**src/rtl/core/rtc_pkg.sv**
```systemverilog
`timescale 1ns / 1ps
package rtc_pkg;

    localparam int CW      = 32;
    localparam int EW      = CW + 1;
    localparam int PW      = 2 * EW;
    localparam int QW      = 2 * EW + 1;
    localparam int ACC_W   = 104;
    localparam int MA_W    = QW;
    localparam int MB_W    = EW;
    localparam int MP_W    = MA_W + MB_W;
    localparam int DIV_W   = ACC_W + 32;
    localparam int QT_W    = 32;
    localparam int TW      = 31;
    localparam int BW      = 17;
    localparam int HW      = 64;
    localparam int HS_W    = HW + 1;
    localparam int STEP_W  = 5;
    localparam int LAST_GEOM_STEP = 23;
    localparam int HIT_STEP       = 24;
    localparam int LAST_STEP      = 26;

    typedef logic signed [CW-1:0] crd_t;
    typedef logic signed [EW-1:0] ev_t;

    typedef struct packed {
        logic          restart;
        logic signed [CW-1:0] v0_x;
        logic signed [CW-1:0] v0_y;
        logic signed [CW-1:0] v0_z;
        logic signed [CW-1:0] v1_x;
        logic signed [CW-1:0] v1_y;
        logic signed [CW-1:0] v1_z;
        logic signed [CW-1:0] v2_x;
        logic signed [CW-1:0] v2_y;
        logic signed [CW-1:0] v2_z;
    } tri_in_t;

    typedef struct packed {
        logic          nearer_hit;
        logic [TW-1:0] hit_t;
        logic [BW-1:0] bary_u;
        logic [BW-1:0] bary_v;
        logic signed [CW-1:0] hit_x;
        logic signed [CW-1:0] hit_y;
        logic signed [CW-1:0] hit_z;
        logic [TW-1:0] closest_so_far;
    } hit_out_t;

    typedef struct packed {
        logic       restart;
        ev_t [2:0]  e1;
        ev_t [2:0]  e2;
        ev_t [2:0]  s;
    } tri_job_t;

    typedef enum logic [2:0] {
        R_ORIGIN_X, R_ORIGIN_Y, R_ORIGIN_Z, R_DIR_X, R_DIR_Y, R_DIR_Z, R_FAR_LIMIT
    } reg_idx_t;

    typedef enum logic [2:0] {A_E2, A_P, A_S, A_Q, A_DIR} asrc_t;
    typedef enum logic [2:0] {B_D, B_E1, B_S, B_E2, B_TQ} bsrc_t;
    typedef enum logic [2:0] {D_P, D_DET, D_NU, D_Q, D_NV, D_NT, D_H} dst_t;

    typedef struct packed {
        asrc_t      a_src;
        logic [1:0] a_idx;
        bsrc_t      b_src;
        logic [1:0] b_idx;
        logic       sub;
        logic       first;
        logic       last;
        dst_t       dst;
        logic [1:0] dst_idx;
    } uop_t;

    typedef struct packed {
        logic                   start;
        logic signed [MA_W-1:0] a;
        logic signed [MB_W-1:0] b;
    } mul_req_t;

    typedef struct packed {
        logic                   done;
        logic signed [MP_W-1:0] prod;
    } mul_rsp_t;

    typedef struct packed {
        logic             start;
        logic [DIV_W-1:0] num;
        logic [DIV_W-1:0] den;
        logic [4:0]       top;
    } div_req_t;

    typedef struct packed {
        logic            done;
        logic [QT_W-1:0] quo;
    } div_rsp_t;

    function automatic uop_t mk(input asrc_t as, input logic [1:0] ai, input bsrc_t bs,
                                input logic [1:0] bi, input logic sb, input logic f,
                                input logic l, input dst_t d, input logic [1:0] di);
        uop_t r;
        r.a_src = as; r.a_idx = ai; r.b_src = bs; r.b_idx = bi;
        r.sub = sb; r.first = f; r.last = l; r.dst = d; r.dst_idx = di;
        return r;
    endfunction

    // p = d x e2, det = e1.p, nu = s.p, q = s x e1, nv = d.q, nt = e2.q, h = dir*t
    function automatic uop_t uop(input logic [STEP_W-1:0] step);
        uop_t r;
        case (step)
            5'd0:  r = mk(A_E2, 2'd2, B_D,  2'd1, 1'b0, 1'b1, 1'b0, D_P,   2'd0);
            5'd1:  r = mk(A_E2, 2'd1, B_D,  2'd2, 1'b1, 1'b0, 1'b1, D_P,   2'd0);
            5'd2:  r = mk(A_E2, 2'd0, B_D,  2'd2, 1'b0, 1'b1, 1'b0, D_P,   2'd1);
            5'd3:  r = mk(A_E2, 2'd2, B_D,  2'd0, 1'b1, 1'b0, 1'b1, D_P,   2'd1);
            5'd4:  r = mk(A_E2, 2'd1, B_D,  2'd0, 1'b0, 1'b1, 1'b0, D_P,   2'd2);
            5'd5:  r = mk(A_E2, 2'd0, B_D,  2'd1, 1'b1, 1'b0, 1'b1, D_P,   2'd2);
            5'd6:  r = mk(A_P,  2'd0, B_E1, 2'd0, 1'b0, 1'b1, 1'b0, D_DET, 2'd0);
            5'd7:  r = mk(A_P,  2'd1, B_E1, 2'd1, 1'b0, 1'b0, 1'b0, D_DET, 2'd0);
            5'd8:  r = mk(A_P,  2'd2, B_E1, 2'd2, 1'b0, 1'b0, 1'b1, D_DET, 2'd0);
            5'd9:  r = mk(A_P,  2'd0, B_S,  2'd0, 1'b0, 1'b1, 1'b0, D_NU,  2'd0);
            5'd10: r = mk(A_P,  2'd1, B_S,  2'd1, 1'b0, 1'b0, 1'b0, D_NU,  2'd0);
            5'd11: r = mk(A_P,  2'd2, B_S,  2'd2, 1'b0, 1'b0, 1'b1, D_NU,  2'd0);
            5'd12: r = mk(A_S,  2'd1, B_E1, 2'd2, 1'b0, 1'b1, 1'b0, D_Q,   2'd0);
            5'd13: r = mk(A_S,  2'd2, B_E1, 2'd1, 1'b1, 1'b0, 1'b1, D_Q,   2'd0);
            5'd14: r = mk(A_S,  2'd2, B_E1, 2'd0, 1'b0, 1'b1, 1'b0, D_Q,   2'd1);
            5'd15: r = mk(A_S,  2'd0, B_E1, 2'd2, 1'b1, 1'b0, 1'b1, D_Q,   2'd1);
            5'd16: r = mk(A_S,  2'd0, B_E1, 2'd1, 1'b0, 1'b1, 1'b0, D_Q,   2'd2);
            5'd17: r = mk(A_S,  2'd1, B_E1, 2'd0, 1'b1, 1'b0, 1'b1, D_Q,   2'd2);
            5'd18: r = mk(A_Q,  2'd0, B_D,  2'd0, 1'b0, 1'b1, 1'b0, D_NV,  2'd0);
            5'd19: r = mk(A_Q,  2'd1, B_D,  2'd1, 1'b0, 1'b0, 1'b0, D_NV,  2'd0);
            5'd20: r = mk(A_Q,  2'd2, B_D,  2'd2, 1'b0, 1'b0, 1'b1, D_NV,  2'd0);
            5'd21: r = mk(A_Q,  2'd0, B_E2, 2'd0, 1'b0, 1'b1, 1'b0, D_NT,  2'd0);
            5'd22: r = mk(A_Q,  2'd1, B_E2, 2'd1, 1'b0, 1'b0, 1'b0, D_NT,  2'd0);
            5'd23: r = mk(A_Q,  2'd2, B_E2, 2'd2, 1'b0, 1'b0, 1'b1, D_NT,  2'd0);
            5'd24: r = mk(A_DIR, 2'd0, B_TQ, 2'd0, 1'b0, 1'b1, 1'b1, D_H,  2'd0);
            5'd25: r = mk(A_DIR, 2'd1, B_TQ, 2'd0, 1'b0, 1'b1, 1'b1, D_H,  2'd1);
            5'd26: r = mk(A_DIR, 2'd2, B_TQ, 2'd0, 1'b0, 1'b1, 1'b1, D_H,  2'd2);
            default: r = mk(A_E2, 2'd0, B_D, 2'd0, 1'b0, 1'b1, 1'b1, D_H, 2'd0);
        endcase
        return r;
    endfunction

endpackage

```
**src/rtl/core/ray_triangle_closest_hit.sv**
```systemverilog
`timescale 1ns / 1ps
// Nearest-hit search of one ray against a stream of triangles.
// Config: APB-style port, registers at 4*i: origin x/y/z, dir x/y/z (signed,
// FRAC_BITS fraction bits) and far_limit. Write only while the block is idle.
// Input beat (s_): one triangle plus a restart flag; restart reloads the kept
// nearest distance from far_limit before the test.
// Result beat (m_): one per triangle: nearer_hit, t, u, v, hit position and
// the kept nearest distance after this triangle.
// The front computes edges and queues up to two triangles; the back runs the
// test on one shared shift-add multiplier (24 products, 27 on a nearer hit)
// and one restoring divider (one quotient bit a cycle).
// The back works on one triangle at a time and starts the next one only once
// the result of the last has gone into the output register.
// Reset: origin 0, dir (0, 0, 1.0), far_limit and kept distance 2^31-1,
// queue and result register empty.
// A stalled result waits in the output register; the back finishes the next
// triangle, then holds, and the front takes beats until its queue is full.
module ray_triangle_closest_hit #(
    parameter int FRAC_BITS = 16
) (
    input  logic              aclk,
    input  logic              aresetn,
    input  logic              psel,
    input  logic              penable,
    input  logic              pwrite,
    input  logic [4:0]        paddr,
    input  logic [31:0]       pwdata,
    output logic [31:0]       prdata,
    output logic              pready,
    input  logic              s_valid,
    output logic              s_ready,
    input  rtc_pkg::tri_in_t  s_data,
    output logic              m_valid,
    input  logic              m_ready,
    output rtc_pkg::hit_out_t m_data
);
    import rtc_pkg::*;

    crd_t        origin_reg [3];
    crd_t        dir_reg [3];
    logic [30:0] far_limit_reg;
    logic        job_valid, job_pop;
    tri_job_t    job;
    reg_idx_t    ridx;

    assign pready = 1'b1;
    assign ridx   = reg_idx_t'(paddr[4:2]);

    always_ff @(posedge aclk) begin
        if (!aresetn) begin
            origin_reg[0] <= '0;
            origin_reg[1] <= '0;
            origin_reg[2] <= '0;
            dir_reg[0]    <= '0;
            dir_reg[1]    <= '0;
            dir_reg[2]    <= crd_t'(32'sd1 <<< FRAC_BITS);
            far_limit_reg <= '1;
        end else if (psel && penable && pwrite && pready) begin
            case (ridx)
                R_ORIGIN_X:  origin_reg[0] <= pwdata;
                R_ORIGIN_Y:  origin_reg[1] <= pwdata;
                R_ORIGIN_Z:  origin_reg[2] <= pwdata;
                R_DIR_X:     dir_reg[0]    <= pwdata;
                R_DIR_Y:     dir_reg[1]    <= pwdata;
                R_DIR_Z:     dir_reg[2]    <= pwdata;
                R_FAR_LIMIT: far_limit_reg <= pwdata[30:0];
                default: begin
                end
            endcase
        end
    end

    always_comb begin
        case (ridx)
            R_ORIGIN_X:  prdata = origin_reg[0];
            R_ORIGIN_Y:  prdata = origin_reg[1];
            R_ORIGIN_Z:  prdata = origin_reg[2];
            R_DIR_X:     prdata = dir_reg[0];
            R_DIR_Y:     prdata = dir_reg[1];
            R_DIR_Z:     prdata = dir_reg[2];
            R_FAR_LIMIT: prdata = {1'b0, far_limit_reg};
            default:     prdata = '0;
        endcase
    end

    rtc_front u_front (
        .aclk      (aclk),
        .aresetn   (aresetn),
        .origin    (origin_reg),
        .s_valid   (s_valid),
        .s_ready   (s_ready),
        .s_data    (s_data),
        .job_valid (job_valid),
        .job       (job),
        .job_pop   (job_pop)
    );

    rtc_back #(.FRAC_BITS(FRAC_BITS)) u_back (
        .aclk      (aclk),
        .aresetn   (aresetn),
        .origin    (origin_reg),
        .dir       (dir_reg),
        .far_limit (far_limit_reg),
        .job_valid (job_valid),
        .job       (job),
        .job_pop   (job_pop),
        .m_valid   (m_valid),
        .m_ready   (m_ready),
        .m_data    (m_data)
    );

endmodule

```
**src/rtl/core/rtc_front.sv**
```systemverilog
`timescale 1ns / 1ps
module rtc_front (
    input  logic              aclk,
    input  logic              aresetn,
    input  rtc_pkg::crd_t     origin [3],
    input  logic              s_valid,
    output logic              s_ready,
    input  rtc_pkg::tri_in_t  s_data,
    output logic              job_valid,
    output rtc_pkg::tri_job_t job,
    input  logic              job_pop
);
    import rtc_pkg::*;

    tri_job_t   mem_reg [2];
    logic       wr_ptr_reg, rd_ptr_reg;
    logic [1:0] count_reg;
    tri_job_t   entry;
    logic       push;

    // edges and origin offset, taken relative to vertex 0
    always_comb begin
        entry.restart = s_data.restart;
        entry.e1[0] = EW'(s_data.v1_x) - EW'(s_data.v0_x);
        entry.e1[1] = EW'(s_data.v1_y) - EW'(s_data.v0_y);
        entry.e1[2] = EW'(s_data.v1_z) - EW'(s_data.v0_z);
        entry.e2[0] = EW'(s_data.v2_x) - EW'(s_data.v0_x);
        entry.e2[1] = EW'(s_data.v2_y) - EW'(s_data.v0_y);
        entry.e2[2] = EW'(s_data.v2_z) - EW'(s_data.v0_z);
        entry.s[0]  = EW'(origin[0]) - EW'(s_data.v0_x);
        entry.s[1]  = EW'(origin[1]) - EW'(s_data.v0_y);
        entry.s[2]  = EW'(origin[2]) - EW'(s_data.v0_z);
    end

    assign s_ready   = (count_reg != 2'd2);
    assign push      = s_valid && s_ready;
    assign job_valid = (count_reg != 2'd0);
    assign job       = mem_reg[rd_ptr_reg];

    always_ff @(posedge aclk) begin
        if (push) begin
            mem_reg[wr_ptr_reg] <= entry;
        end
    end

    always_ff @(posedge aclk) begin
        if (!aresetn) begin
            wr_ptr_reg <= 1'b0;
            rd_ptr_reg <= 1'b0;
            count_reg  <= 2'd0;
        end else begin
            if (push) begin
                wr_ptr_reg <= ~wr_ptr_reg;
            end
            if (job_pop) begin
                rd_ptr_reg <= ~rd_ptr_reg;
            end
            case ({push, job_pop})
                2'b10:   count_reg <= count_reg + 2'd1;
                2'b01:   count_reg <= count_reg - 2'd1;
                default: count_reg <= count_reg;
            endcase
        end
    end

endmodule

```
**src/rtl/core/rtc_mul.sv**
```systemverilog
`timescale 1ns / 1ps
module rtc_mul (
    input  logic              aclk,
    input  logic              aresetn,
    input  rtc_pkg::mul_req_t req,
    output rtc_pkg::mul_rsp_t rsp
);
    import rtc_pkg::*;

    // radix-2 shift-add; top multiplier bit carries negative weight
    logic signed [MP_W-1:0] acc_reg, mcand_reg;
    logic [MB_W-1:0]        mplier_reg;
    logic [5:0]             cnt_reg;
    logic                   busy_reg, done_reg;

    always_ff @(posedge aclk) begin
        if (req.start) begin
            acc_reg    <= '0;
            mcand_reg  <= MP_W'(req.a);
            mplier_reg <= req.b;
        end else if (busy_reg) begin
            if (mplier_reg[0]) begin
                if (cnt_reg == 6'(MB_W - 1)) begin
                    acc_reg <= acc_reg - mcand_reg;
                end else begin
                    acc_reg <= acc_reg + mcand_reg;
                end
            end
            mcand_reg  <= mcand_reg <<< 1;
            mplier_reg <= mplier_reg >> 1;
        end
    end

    always_ff @(posedge aclk) begin
        if (!aresetn) begin
            busy_reg <= 1'b0;
            done_reg <= 1'b0;
            cnt_reg  <= '0;
        end else begin
            done_reg <= 1'b0;
            if (req.start) begin
                busy_reg <= 1'b1;
                cnt_reg  <= '0;
            end else if (busy_reg) begin
                cnt_reg <= cnt_reg + 6'd1;
                if (cnt_reg == 6'(MB_W - 1)) begin
                    busy_reg <= 1'b0;
                    done_reg <= 1'b1;
                end
            end
        end
    end

    assign rsp.done = done_reg;
    assign rsp.prod = acc_reg;

endmodule

```
**src/rtl/core/rtc_div.sv**
```systemverilog
`timescale 1ns / 1ps
module rtc_div (
    input  logic              aclk,
    input  logic              aresetn,
    input  rtc_pkg::div_req_t req,
    output rtc_pkg::div_rsp_t rsp
);
    import rtc_pkg::*;

    // restoring division, one quotient bit a cycle from bit 'top' down
    logic [DIV_W-1:0] rem_reg, dsh_reg;
    logic [QT_W-1:0]  quo_reg;
    logic [4:0]       cnt_reg;
    logic             busy_reg, done_reg;

    always_ff @(posedge aclk) begin
        if (req.start) begin
            rem_reg <= req.num;
            dsh_reg <= req.den << req.top;
            quo_reg <= '0;
        end else if (busy_reg) begin
            if (rem_reg >= dsh_reg) begin
                rem_reg          <= rem_reg - dsh_reg;
                quo_reg[cnt_reg] <= 1'b1;
            end
            dsh_reg <= dsh_reg >> 1;
        end
    end

    always_ff @(posedge aclk) begin
        if (!aresetn) begin
            busy_reg <= 1'b0;
            done_reg <= 1'b0;
            cnt_reg  <= '0;
        end else begin
            done_reg <= 1'b0;
            if (req.start) begin
                busy_reg <= 1'b1;
                cnt_reg  <= req.top;
            end else if (busy_reg) begin
                if (cnt_reg == 5'd0) begin
                    busy_reg <= 1'b0;
                    done_reg <= 1'b1;
                end else begin
                    cnt_reg <= cnt_reg - 5'd1;
                end
            end
        end
    end

    assign rsp.done = done_reg;
    assign rsp.quo  = quo_reg;

endmodule

```
**src/rtl/core/rtc_back.sv**
```systemverilog
`timescale 1ns / 1ps
module rtc_back #(
    parameter int FRAC_BITS = 16
) (
    input  logic              aclk,
    input  logic              aresetn,
    input  rtc_pkg::crd_t     origin [3],
    input  rtc_pkg::crd_t     dir [3],
    input  logic [30:0]       far_limit,
    input  logic              job_valid,
    input  rtc_pkg::tri_job_t job,
    output logic              job_pop,
    output logic              m_valid,
    input  logic              m_ready,
    output rtc_pkg::hit_out_t m_data
);
    import rtc_pkg::*;

    // smallest accepted |det|: 10000*|det| >= 2^(3F)
    localparam logic [79:0] DET_MIN_W =
        ((80'd1 << (3 * FRAC_BITS)) - 80'd1) / 80'd10000 + 80'd1;
    localparam logic [ACC_W-1:0] DET_MIN = DET_MIN_W[ACC_W-1:0];

    typedef enum logic [9:0] {
        S_IDLE  = 10'b0000000001,
        S_GO    = 10'b0000000010,
        S_WAIT  = 10'b0000000100,
        S_NEG   = 10'b0000001000,
        S_EVAL  = 10'b0000010000,
        S_DIVT  = 10'b0000100000,
        S_CHECK = 10'b0001000000,
        S_DIVU  = 10'b0010000000,
        S_DIVV  = 10'b0100000000,
        S_OUT   = 10'b1000000000
    } state_t;

    state_t                  state_reg, state_next;
    logic [STEP_W-1:0]       step_reg;
    logic                    go_reg, hit_reg, m_valid_reg;
    logic [TW-1:0]           closest_reg, tq_reg;
    logic [BW-1:0]           u_reg, v_reg;
    logic signed [ACC_W-1:0] acc_reg, det_reg, nu_reg, nv_reg, nt_reg;
    logic signed [PW-1:0]    p_reg [3];
    logic signed [QW-1:0]    q_reg [3];
    logic signed [HW-1:0]    h_reg [3];
    hit_out_t                out_reg, out_next;

    uop_t                    op;
    logic signed [MA_W-1:0]  a_val;
    logic signed [MB_W-1:0]  b_val;
    logic signed [ACC_W-1:0] term, acc_sum, uv_sum;
    logic                    in_range, out_free;
    mul_req_t                mreq;
    mul_rsp_t                mrsp;
    div_req_t                dreq;
    div_rsp_t                drsp;

    function automatic crd_t sat_pos(input crd_t org, input logic signed [HW-1:0] prod);
        logic signed [HS_W-1:0] sum;
        sum = HS_W'(org) + HS_W'(prod >>> FRAC_BITS);
        if (sum[HS_W-1:CW-1] == '0 || sum[HS_W-1:CW-1] == '1) begin
            sat_pos = sum[CW-1:0];
        end else if (sum[HS_W-1]) begin
            sat_pos = {1'b1, {(CW - 1){1'b0}}};
        end else begin
            sat_pos = {1'b0, {(CW - 1){1'b1}}};
        end
    endfunction

    assign op = uop(step_reg);

    always_comb begin
        case (op.a_src)
            A_E2:    a_val = MA_W'($signed(job.e2[op.a_idx]));
            A_P:     a_val = MA_W'(p_reg[op.a_idx]);
            A_S:     a_val = MA_W'($signed(job.s[op.a_idx]));
            A_Q:     a_val = q_reg[op.a_idx];
            A_DIR:   a_val = MA_W'(dir[op.a_idx]);
            default: a_val = '0;
        endcase
        case (op.b_src)
            B_D:     b_val = MB_W'(dir[op.b_idx]);
            B_E1:    b_val = $signed(job.e1[op.b_idx]);
            B_S:     b_val = $signed(job.s[op.b_idx]);
            B_E2:    b_val = $signed(job.e2[op.b_idx]);
            B_TQ:    b_val = $signed({2'b00, tq_reg});
            default: b_val = '0;
        endcase
    end

    assign mreq.start = (state_reg == S_GO);
    assign mreq.a     = a_val;
    assign mreq.b     = b_val;

    always_comb begin
        term    = op.sub ? -ACC_W'(mrsp.prod) : ACC_W'(mrsp.prod);
        acc_sum = op.first ? term : acc_reg + term;
    end

    always_comb begin
        dreq.start = go_reg;
        dreq.den   = {{(DIV_W - ACC_W){1'b0}}, det_reg};
        case (state_reg)
            S_DIVT: begin
                dreq.num = {{(DIV_W - ACC_W){1'b0}}, nt_reg} << FRAC_BITS;
                dreq.top = 5'd31;
            end
            S_DIVU: begin
                dreq.num = {{(DIV_W - ACC_W){1'b0}}, nu_reg} << FRAC_BITS;
                dreq.top = 5'(FRAC_BITS);
            end
            default: begin
                dreq.num = {{(DIV_W - ACC_W){1'b0}}, nv_reg} << FRAC_BITS;
                dreq.top = 5'(FRAC_BITS);
            end
        endcase
    end

    rtc_mul u_mul (.aclk(aclk), .aresetn(aresetn), .req(mreq), .rsp(mrsp));
    rtc_div u_div (.aclk(aclk), .aresetn(aresetn), .req(dreq), .rsp(drsp));

    assign uv_sum   = nu_reg + nv_reg;
    assign in_range = ($unsigned(det_reg) >= DET_MIN) && !nu_reg[ACC_W-1]
                      && (nu_reg <= det_reg) && !nv_reg[ACC_W-1]
                      && (uv_sum <= det_reg) && !nt_reg[ACC_W-1];
    assign out_free = !m_valid_reg || m_ready;
    assign job_pop  = (state_reg == S_OUT) && out_free;

    always_comb begin
        state_next = state_reg;
        case (state_reg)
            S_IDLE:  if (job_valid) state_next = S_GO;
            S_GO:    state_next = S_WAIT;
            S_WAIT: begin
                if (mrsp.done) begin
                    if (step_reg == STEP_W'(LAST_GEOM_STEP)) begin
                        state_next = S_NEG;
                    end else if (step_reg == STEP_W'(LAST_STEP)) begin
                        state_next = S_OUT;
                    end else begin
                        state_next = S_GO;
                    end
                end
            end
            S_NEG:   state_next = S_EVAL;
            S_EVAL:  state_next = in_range ? S_DIVT : S_OUT;
            S_DIVT:  if (drsp.done) state_next = S_CHECK;
            S_CHECK: state_next = (tq_reg != '0 && tq_reg < closest_reg) ? S_DIVU : S_OUT;
            S_DIVU:  if (drsp.done) state_next = S_DIVV;
            S_DIVV:  if (drsp.done) state_next = S_GO;
            S_OUT:   if (out_free) state_next = S_IDLE;
            default: state_next = S_IDLE;
        endcase
    end

    always_ff @(posedge aclk) begin
        if (state_reg == S_WAIT && mrsp.done) begin
            acc_reg <= acc_sum;
            if (op.last) begin
                case (op.dst)
                    D_P:     p_reg[op.dst_idx] <= PW'(acc_sum);
                    D_DET:   det_reg <= acc_sum;
                    D_NU:    nu_reg <= acc_sum;
                    D_Q:     q_reg[op.dst_idx] <= QW'(acc_sum);
                    D_NV:    nv_reg <= acc_sum;
                    D_NT:    nt_reg <= acc_sum;
                    D_H:     h_reg[op.dst_idx] <= HW'(acc_sum);
                    default: begin
                    end
                endcase
            end
        end
        if (state_reg == S_NEG && det_reg[ACC_W-1]) begin
            det_reg <= -det_reg;
            nu_reg  <= -nu_reg;
            nv_reg  <= -nv_reg;
            nt_reg  <= -nt_reg;
        end
        if (state_reg == S_DIVT && drsp.done) begin
            tq_reg <= drsp.quo[QT_W-1] ? '1 : drsp.quo[TW-1:0];
        end
        if (state_reg == S_DIVU && drsp.done) begin
            u_reg <= drsp.quo[BW-1:0];
        end
        if (state_reg == S_DIVV && drsp.done) begin
            v_reg <= drsp.quo[BW-1:0];
        end
        if (job_pop) begin
            out_reg <= out_next;
        end
    end

    always_comb begin
        out_next = '0;
        if (hit_reg) begin
            out_next.nearer_hit = 1'b1;
            out_next.hit_t      = tq_reg;
            out_next.bary_u     = u_reg;
            out_next.bary_v     = v_reg;
            out_next.hit_x      = sat_pos(origin[0], h_reg[0]);
            out_next.hit_y      = sat_pos(origin[1], h_reg[1]);
            out_next.hit_z      = sat_pos(origin[2], h_reg[2]);
        end
        out_next.closest_so_far = closest_reg;
    end

    always_ff @(posedge aclk) begin
        if (!aresetn) begin
            state_reg   <= S_IDLE;
            step_reg    <= '0;
            go_reg      <= 1'b0;
            hit_reg     <= 1'b0;
            m_valid_reg <= 1'b0;
            closest_reg <= '1;
        end else begin
            state_reg <= state_next;
            go_reg    <= 1'b0;
            case (state_reg)
                S_IDLE: begin
                    if (job_valid) begin
                        step_reg <= '0;
                        if (job.restart) begin
                            closest_reg <= far_limit;
                        end
                    end
                end
                S_WAIT: begin
                    if (mrsp.done) begin
                        step_reg <= step_reg + STEP_W'(1);
                    end
                end
                S_EVAL: begin
                    hit_reg <= 1'b0;
                    go_reg  <= in_range;
                end
                S_CHECK: begin
                    if (tq_reg != '0 && tq_reg < closest_reg) begin
                        closest_reg <= tq_reg;
                        hit_reg     <= 1'b1;
                        go_reg      <= 1'b1;
                    end
                end
                S_DIVU: begin
                    go_reg <= drsp.done;
                end
                S_DIVV: begin
                    if (drsp.done) begin
                        step_reg <= STEP_W'(HIT_STEP);
                    end
                end
                default: begin
                end
            endcase
            if (job_pop) begin
                m_valid_reg <= 1'b1;
            end else if (m_ready) begin
                m_valid_reg <= 1'b0;
            end
        end
    end

    assign m_valid = m_valid_reg;
    assign m_data  = out_reg;

    a_pop_has_job: assert property (@(posedge aclk) disable iff (!aresetn)
        job_pop |-> job_valid)
        else $error("queue popped while empty");

    a_one_unit: assert property (@(posedge aclk) disable iff (!aresetn)
        !(mreq.start && dreq.start))
        else $error("multiplier and divider started together");

    a_closest_falls: assert property (@(posedge aclk) disable iff (!aresetn)
        (state_reg == S_CHECK) |=> (closest_reg <= $past(closest_reg)))
        else $error("closest distance grew on a hit test");

    a_hit_is_closest: assert property (@(posedge aclk) disable iff (!aresetn)
        (m_valid && m_data.nearer_hit) |-> (m_data.hit_t == m_data.closest_so_far))
        else $error("reported hit does not match kept distance");

endmodule

```
**config.mk**
```make
export PLATFORM = sky130hd
export DESIGN_NAME = ray_triangle_closest_hit
export DESIGN_NICKNAME = d
export VERILOG_FILES = /design/src/rtl/core/rtc_pkg.sv /design/src/rtl/core/ray_triangle_closest_hit.sv /design/src/rtl/core/rtc_front.sv /design/src/rtl/core/rtc_mul.sv /design/src/rtl/core/rtc_div.sv /design/src/rtl/core/rtc_back.sv
export SDC_FILE = /design/constraint.sdc
export NUM_CORES = 1
export LEC_CHECK = 0
export ABC_AREA = 1
export ABC_CLOCK_PERIOD_IN_PS = 7330
export BUFFER_PORTS_ARGS = -buffer_cell sky130_fd_sc_hd__buf_2
export CORE_AREA = 3 3 219 221
export CTS_CLUSTER_SIZE = 20
export DETAILED_ROUTE_END_ITERATION = 16
export DIE_AREA = 0 0 222 224
export PLACE_DENSITY = 0.55
export SETUP_SLACK_MARGIN = 0.4
export SYNTH_ARGS = -nofsm -noshare
export SYNTH_HDL_FRONTEND = slang
export SYNTH_SLANG_ARGS = --single-unit
```
**constraint.sdc**
```tcl
create_clock -name aclk -period 7.33 [get_ports aclk]
set_clock_uncertainty 0.1 [all_clocks]
set_input_delay 0.3665 -clock aclk [delete_from_list [all_inputs] [get_ports aclk]]
set_output_delay 0.3665 -clock aclk [all_outputs]
set_load 0.1 [all_outputs]
```
==> flow_metrics.py, run 1 <==
metrics = {
    "power": {
        "switchingPower_mw": 1.40,
        "powerDensity_nw_per_um2": 284,
        "clkPwrFrac_pct": 40.9,
        "power_mw": 4.31,
        "p_int_mw": 2.90,
        "peakVddDrop_mv": 0.182,
        "switching_share_pct": 32.6,
        "power_frac_comb_pct": 16.7,
        "p_leak_nw": 6.97,
        "power_frac_seq_pct": 42.4,
    },
    "yosys": {
        "synthTopCellsByCount": "428 x nor2_1, 352 x nand2_1, 279 x dfxtp_1",
        "yosys.cell_count.top_type": "nor2_1",
        "synth-warning-count": 0,
        "netlist_area_um2": 13700,
        "seq_area_frac_synth_pct": 47.9,
        "yosys.area.top_type": "dfxtp_1",
        "synthDistinctLibCells": 33,
        "synth_top_cell_area_share_pct": 40.7,
        "yosys-top-cells-area": "dfxtp_1 41%, nor2_1 12%, nand2_1 9.6%",
        "ys_async_sr_fraction_pct": 0,
        "synth_edf_count": 33,
        "synthFlopType": "dfxtp_1",
        "avgSynthCellArea_um2": 7.58,
        "synth_seq_cells": 312,
        "synth_cells": 1811,
    },
    "clock_tree": {
        "clk-insertion-delay-late_ns": 0.54,
        "htreeDepth": 2,
        "clkTransAtPathRegs_ns": 0.06,
        "post_cts_resized": 0,
        "clockBufferDepth": 3,
        "clock-root-buffer": "clkbuf_16",
        "cts_buffers": 35,
        "tritoncts": "yes",
        "clkSinkCount": 312,
    },
    "critical_path": {
        "cp_num_buf_inv": 4,
        "crit_chain": "buf_2, inv_2, nand3_2, inv_2, nand2_1, and3_1, nand4_1, buf_2",
        "cp_slowest_cell": "inv_2",
        "worstPathArrival_ns": 2.40,
        "reg2reg_slack_ns": 4.87,
        "required_ns": 6.86,
        "critical_path.top_delay_family": "buffers and inverters",
        "critPathCaptureType": "primary output",
        "cp-start-kind": "input port",
        "cp_slowest_stage_delay_ns": 0.66,
        "cp_max_fo": 30,
        "critPathKind": "input port to primary output",
    },
    "placed_design": {
        "post-place-ws_ns": 4.40,
        "io_buffers": 107,
        "gp_congestion": 0.763,
        "dp_hpwl_um": 24100,
        "dp_cells": 2432,
        "dpl-instance-area_um2": 14000,
    },
    "timing": {
        "fin_ws_ns": 4.46,
        "maxSlewHeadroom_pct": 21.8,
        "holdWs_ns": 0.0473,
        "setup_viol": 0,
        "period_needed_ns": 2.87,
        "max_freq_mhz": 349,
        "tns_ns": 0,
        "rsz0062_at_grt": "no",
        "drv_slew": 0,
        "tightest_slew_ns": 1.17,
        "hold_viol": 0,
        "final.period_utilization_pct": 39.1,
    },
    "floorplanning": {
        "coreArea_um2": 46400,
        "die_w_um": 222,
        "die_y_um": 224,
        "initial_core_util_pct": 29.6,
        "dieArea_um2": 49700,
        "fp-row-count": 79,
        "io_pins": 561,
    },
    "routing": {
        "drc_errors": 0,
        "dr.pass1.iters": 5,
        "drt_wl_total_um": 41200,
        "drtIter0Drc": 1122,
        "vias_per_cell": 4.59,
        "num_vias": 11500,
        "ant_nets": 0,
        "wl_per_cell_um": 16.5,
    },
    "final_layout": {
        "design_area_um2": 15200,
        "nets": 2201,
        "drive_gt1_share_pct": 11.3,
        "layout.cells.non_filler": 2502,
        "multi_input_area_um2": 5870,
        "syn_to_final_growth_pct": 10.4,
        "fin_util_pct": 32.7,
        "seq_area_um2": 6580,
        "filler_cell_count": 4944,
    },
    "run": {
        "max_cap_violations": 0,
    },
    "grt": {
        "grt-ovfl-total": 0,
        "grt_pass1_vias": 10400,
        "track_usage_pct": 15.8,
        "grt_max_degree": 135,
        "grt_pass1_wl_um": 62100,
        "antenna_found_initial": 7,
    },
    "run_status": {
        "status": "finished, final reports clean",
    },
    "worst_hold_path": {
        "hold_class": "input port to register",
    },
}
-- placed cells by master, fill, tap and decap left out, types with 6 or more instances in the layout --
cell type | synthesis | final
nor2_4 | 6 | 8
clkinv_2 | 0 | 9
a22o_1 | 8 | 8
nand3_2 | 6 | 6
o21ai_1 | 42 | 42
edfxtp_1 | 33 | 33
clkbuf_16 | 0 | 35
a21oi_1 | 34 | 34
o21ai_0 | 157 | 157
buf_2 | 62 | 106
a22oi_1 | 16 | 16
conb_1 | 2 | 163
buf_4 | 170 | 10
nand4_1 | 35 | 35
inv_1 | 26 | 26
nand3_1 | 77 | 77
nand2_1 | 352 | 352
inv_2 | 17 | 17
nor2_1 | 428 | 427
dfxtp_1 | 279 | 279
-- logic make-up after synthesis --
group / count (synthesis) / synth area share, %
adders and majority gates: 5 / 0.456
AOI/OAI and AO/OA: 257 / 9.88
buffers and inverters: 308 / 13.9
other: 2 / 0.0547
DFF: 312 / 47.9
xor gates and xnor gates: 2 / 0.128
and+or+nand+nor: 925 / 27.7
-- worst reg2reg max path, cell delays in order (launching register included) --
cell,delay [ns]
dfxtp_1,0.33
nor2_2,0.21
nand4_1,0.23
nor2_4,0.42
buf_4,0.38
ha_1,0.32
nor2_1,0.14
and3_1,0.17
nor3_1,0.04
-- layer usage --
layer / share of wire (%) / global-route usage, %
met4: 2.0 / 4.25
met5: 0.082 / 0
met3: 7.7 / 2.80
met1: 43 / 21.4
met2: 47 / 25.9
-- power groups by stage --
stage / Combinational, mW / Clock (mW) / Sequential, mW
after floorplan: 0.694 / 0 / 1.85
after global placement: 0.716 / 0 / 1.86
after detailed placement: 0.718 / 0 / 1.86
after CTS: 0.721 / 1.81 / 1.82
after global routing: 0.761 / 1.87 / 1.83
final: 0.721 / 1.76 / 1.82
-- final timing paths --
kind	startpoint	endpoint	cells after the start
worst min-delay path	pwdata[30]	far_limit_reg[30]$_SDFFE_PN1P_	3
worst min register to register	u_back.closest_reg[11]$_SDFFE_PN1P_	u_back.m_data[11]$_DFFE_PP_	0
worst max register to register	u_back.state_reg[0]$_SDFFE_PN1P_	u_front.count_reg[1]$_SDFFE_PN0P_	8
worst max-delay path	paddr[4]	prdata[15]	8
-- area by class of cell --
| type | count | share of cell area, % |
|---|---|---|
| flip-flops and latches | 312 | 43.4 |
| multi-input cells | 1352 | 38.7 |
| clock buffers | 43 | 6.24 |
| well taps | 607 | 5.01 |
| repair buffers | 118 | 4.14 |
| clock inverters | 21 | 1.33 |
| inverters | 44 | 1.09 |
| diodes | 5 | 0.0825 |
-- timing repair --
action / in CTS / in global routing
setup endpoints to repair: 0 / 0
hold buffers: 1 / 0
buffers inserted: 0 / 0
endpoints found under the hold margin: 2 / 0
(Power assumes the default switching activity.)
==> inputs of run 2 (changes only) <==
--- a/config.mk
+++ b/config.mk
@@ -5,14 +5,14 @@
 export SDC_FILE = /design/constraint.sdc
 export NUM_CORES = 1
 export LEC_CHECK = 0
-export ABC_AREA = 1
-export ABC_CLOCK_PERIOD_IN_PS = 7330
+export ABC_AREA = 0
+export ABC_CLOCK_PERIOD_IN_PS = 2600
 export BUFFER_PORTS_ARGS = -buffer_cell sky130_fd_sc_hd__buf_2
-export CORE_AREA = 3 3 219 221
+export CORE_AREA = 3 3 216 218
 export CTS_CLUSTER_SIZE = 20
 export DETAILED_ROUTE_END_ITERATION = 16
-export DIE_AREA = 0 0 222 224
-export PLACE_DENSITY = 0.55
+export DIE_AREA = 0 0 219 221
+export PLACE_DENSITY = 0.59
 export SETUP_SLACK_MARGIN = 0.4
 export SYNTH_ARGS = -nofsm -noshare
 export SYNTH_HDL_FRONTEND = slang
==> constraint.sdc (replaced) <==
create_clock -name aclk -period 2.6 [get_ports aclk]
set_clock_uncertainty 0.1 [all_clocks]
set_input_delay 0.13 -clock aclk [delete_from_list [all_inputs] [get_ports aclk]]
set_output_delay 0.13 -clock aclk [all_outputs]
set_load 0.1 [all_outputs]
==> run 2 against run 1 <==
Effect of this change:
- count of clock-buffer cells in the layout grew 3
- synthesized cell count shrank 6.7%
- sequential cell count is the same
- first-iteration DRC count shrank 30%
- sequential share of layout area shrank 4.0 points
- register-to-register slack lost 4.4 ns
- non-clock buffer count grew 91
==> flow_metrics.py, run 2 <==
metrics = {
    "run_status": {
        "status": "finished, final reports clean",
    },
    "grt": {
        "track_usage_pct": 16.5,
        "grt_pass1_vias": 10800,
        "grt_pass1_wl_um": 63600,
        "antenna_found_initial": 2,
        "grt-ovfl-total": 0,
        "grt_max_degree": 56,
    },
    "routing": {
        "drtIter0Drc": 783,
        "wl_per_cell_um": 17.0,
        "dr.pass1.iters": 5,
        "num_vias": 11700,
        "dr_wl_met3_um": 3170,
        "top_layer_used": "met5",
        "vias_per_cell": 4.78,
        "ant_nets": 0,
        "drt_wl_total_um": 41500,
        "drc_errors": 0,
        "wl_met1_um": 17900,
        "wl_met2_um": 19600,
    },
    "timing": {
        "hold_viol": 0,
        "maxSlewHeadroom_pct": 57.9,
        "final.period_utilization_pct": 83.1,
        "drv_slew": 0,
        "period_needed_ns": 2.16,
        "rsz0062_at_grt": "no",
        "setup_viol": 0,
        "tightest_slew_ns": 0.631,
        "tns_ns": 0,
        "max_freq_mhz": 463,
        "holdWs_ns": 0.313,
        "fin_ws_ns": 0.440,
    },
    "final_layout": {
        "filler_cell_count": 4621,
        "final_cell_mix": "542 x nand2_1, 278 x dfxtp_1, 218 x a21oi_1",
        "layout.cells.non_filler": 2444,
        "diodes": 0,
        "final_common_cell": "nand2_1",
        "design_area_um2": 16700,
        "fin_util_pct": 37.1,
        "nets": 2158,
        "drive_gt1_share_pct": 16.1,
        "syn_to_final_growth_pct": 20.6,
    },
    "yosys": {
        "avgSynthCellArea_um2": 8.20,
        "yosys.area.top_type": "dfxtp_1",
        "synth-warning-count": 0,
        "synthDistinctLibCells": 55,
        "yosys-top-cells-area": "dfxtp_1 40%, nand2_1 15%, buf_4 8.8%",
        "netlist_area_um2": 13900,
        "seq_area_frac_synth_pct": 47.5,
        "synth_seq_cells": 312,
        "synth_top_cell_area_share_pct": 40.3,
        "synth_cells": 1690,
        "synthTopCellsByCount": "542 x nand2_1, 279 x dfxtp_1, 218 x a21oi_1",
        "synth_edf_count": 33,
        "ys_async_sr_fraction_pct": 0,
        "synthFlopType": "dfxtp_1",
        "yosys.cell_count.top_type": "nand2_1",
    },
    "power": {
        "powerDensity_nw_per_um2": 717,
        "peakVddDrop_mv": 0.450,
        "power_mw": 12.0,
        "p_leak_nw": 6.41,
    },
    "critical_path": {
        "cp_slowest_stage_delay_ns": 0.41,
        "cp-start-kind": "input port",
        "critPathKind": "input port to primary output",
        "worstPathArrival_ns": 1.93,
        "required_ns": 2.37,
        "critical_path.top_delay_family": "buffers and inverters",
        "critPathCaptureType": "primary output",
        "cp_num_buf_inv": 3,
        "cp_max_fo": 15,
        "reg2regPathDepth": 5,
        "cp_slowest_cell": "nor2_2",
        "crit_chain": "buf_2, clkinvlp_4, nor2_2, a21oi_1, o21ai_2, buf_12",
        "crit_cells": 6,
    },
    "floorplanning": {
        "coreArea_um2": 45100,
        "dieArea_um2": 48400,
        "io_pins": 561,
        "initial_core_util_pct": 30.7,
        "fp-row-count": 78,
        "die_y_um": 221,
        "die_w_um": 219,
    },
    "clock_tree": {
        "htreeDepth": 2,
        "clockBufferDepth": 3,
        "clkSinkCount": 312,
        "clkTransAtPathRegs_ns": 0.06,
        "cts_buffers": 35,
        "clock-root-buffer": "clkbuf_16",
        "clk-insertion-delay-late_ns": 0.52,
        "tritoncts": "yes",
    },
    "worst_hold_path": {
        "hold_class": "input port to register",
        "min_path_cells": 6,
    },
    "placed_design": {
        "dp_cells": 2345,
        "post-place-ws_ns": 0.266,
        "io_buffers": 107,
        "gp_congestion": 0.822,
        "dp_hpwl_um": 27400,
        "dpl-instance-area_um2": 15200,
    },
    "run": {
        "max_cap_violations": 0,
    },
}
-- run 2: cells by family after synthesis --
| logic type | Yosys count | share of synthesized area, % |
|---|---|---|
| AOI/OAI and AO/OA | 312 | 12.8 |
| xor gates and xnor gates | 10 | 0.632 |
| adders and majority gates | 5 | 0.451 |
| buffers and inverters | 284 | 12.4 |
| DFF | 312 | 47.5 |
| muxes | 53 | 5.19 |
| other | 2 | 0.0542 |
| and+or+nand+nor | 712 | 21.0 |
-- run 2: power breakdown --
| group | internal [mW] | switching, mW |
|---|---|---|
| Clock | 2.81 | 1.99 |
| Combinational | 0.391 | 1.74 |
| Sequential | 4.97 | 0.0698 |
-- run 2: path summary, 6_finish.rpt --
path / startpoint / slack (ns) / endpoint
max: paddr[3] / 0.44 / prdata[11]
max reg2reg: u_back.state_reg[1]$_SDFFE_PN0P_ / 0.52 / u_back.closest_reg[26]$_SDFFE_PN1P_
min: paddr[3] / 0.31 / dir_reg[86]$_SDFFE_PN0P_
min reg2reg: u_back.closest_reg[21]$_SDFFE_PN1P_ / 0.33 / u_back.m_data[21]$_DFFE_PP_
-- run 2: cell type report --
class                           instances  area [µm²]  area share [%]
Sequential cell                       312        6580            39.4
Clock buffer                           46         997            5.97
Tap cell                              600         751            4.49
Multi-Input combinational cell       1255        6320            37.8
Clock inverter                         15         118           0.704
Timing Repair Buffer                  209        1910            11.4
Inverter                                7        35.0           0.210
-- run 2: worst register-to-register path, delay by kind of cell, from the launching register on --
family	cells	cell delay, ns
buffers and inverters	1	0.18
DFF	1	0.38
and+or+nand+nor	4	1.27
-- run 2: per-layer routing --
layer | global-route usage [%] | vias to the layer above
li1 | - | 5602
met1 | 22.7 | 5535
met2 | 26.7 | 470
met3 | 2.65 | 60
met4 | 4.87 | 4
met5 | 0 | -
-- run 2: timing repair --
| action | CTS | global route |
|---|---|---|
| endpoints found under the setup margin | 6 | 40 |
| hold buffers | 36 | 0 |
| buffers inserted | 0 | 2 |
| resized for setup | 2 | 7 |
| endpoints found under the hold margin | 243 | 0 |
| pin swaps | 0 | 1 |
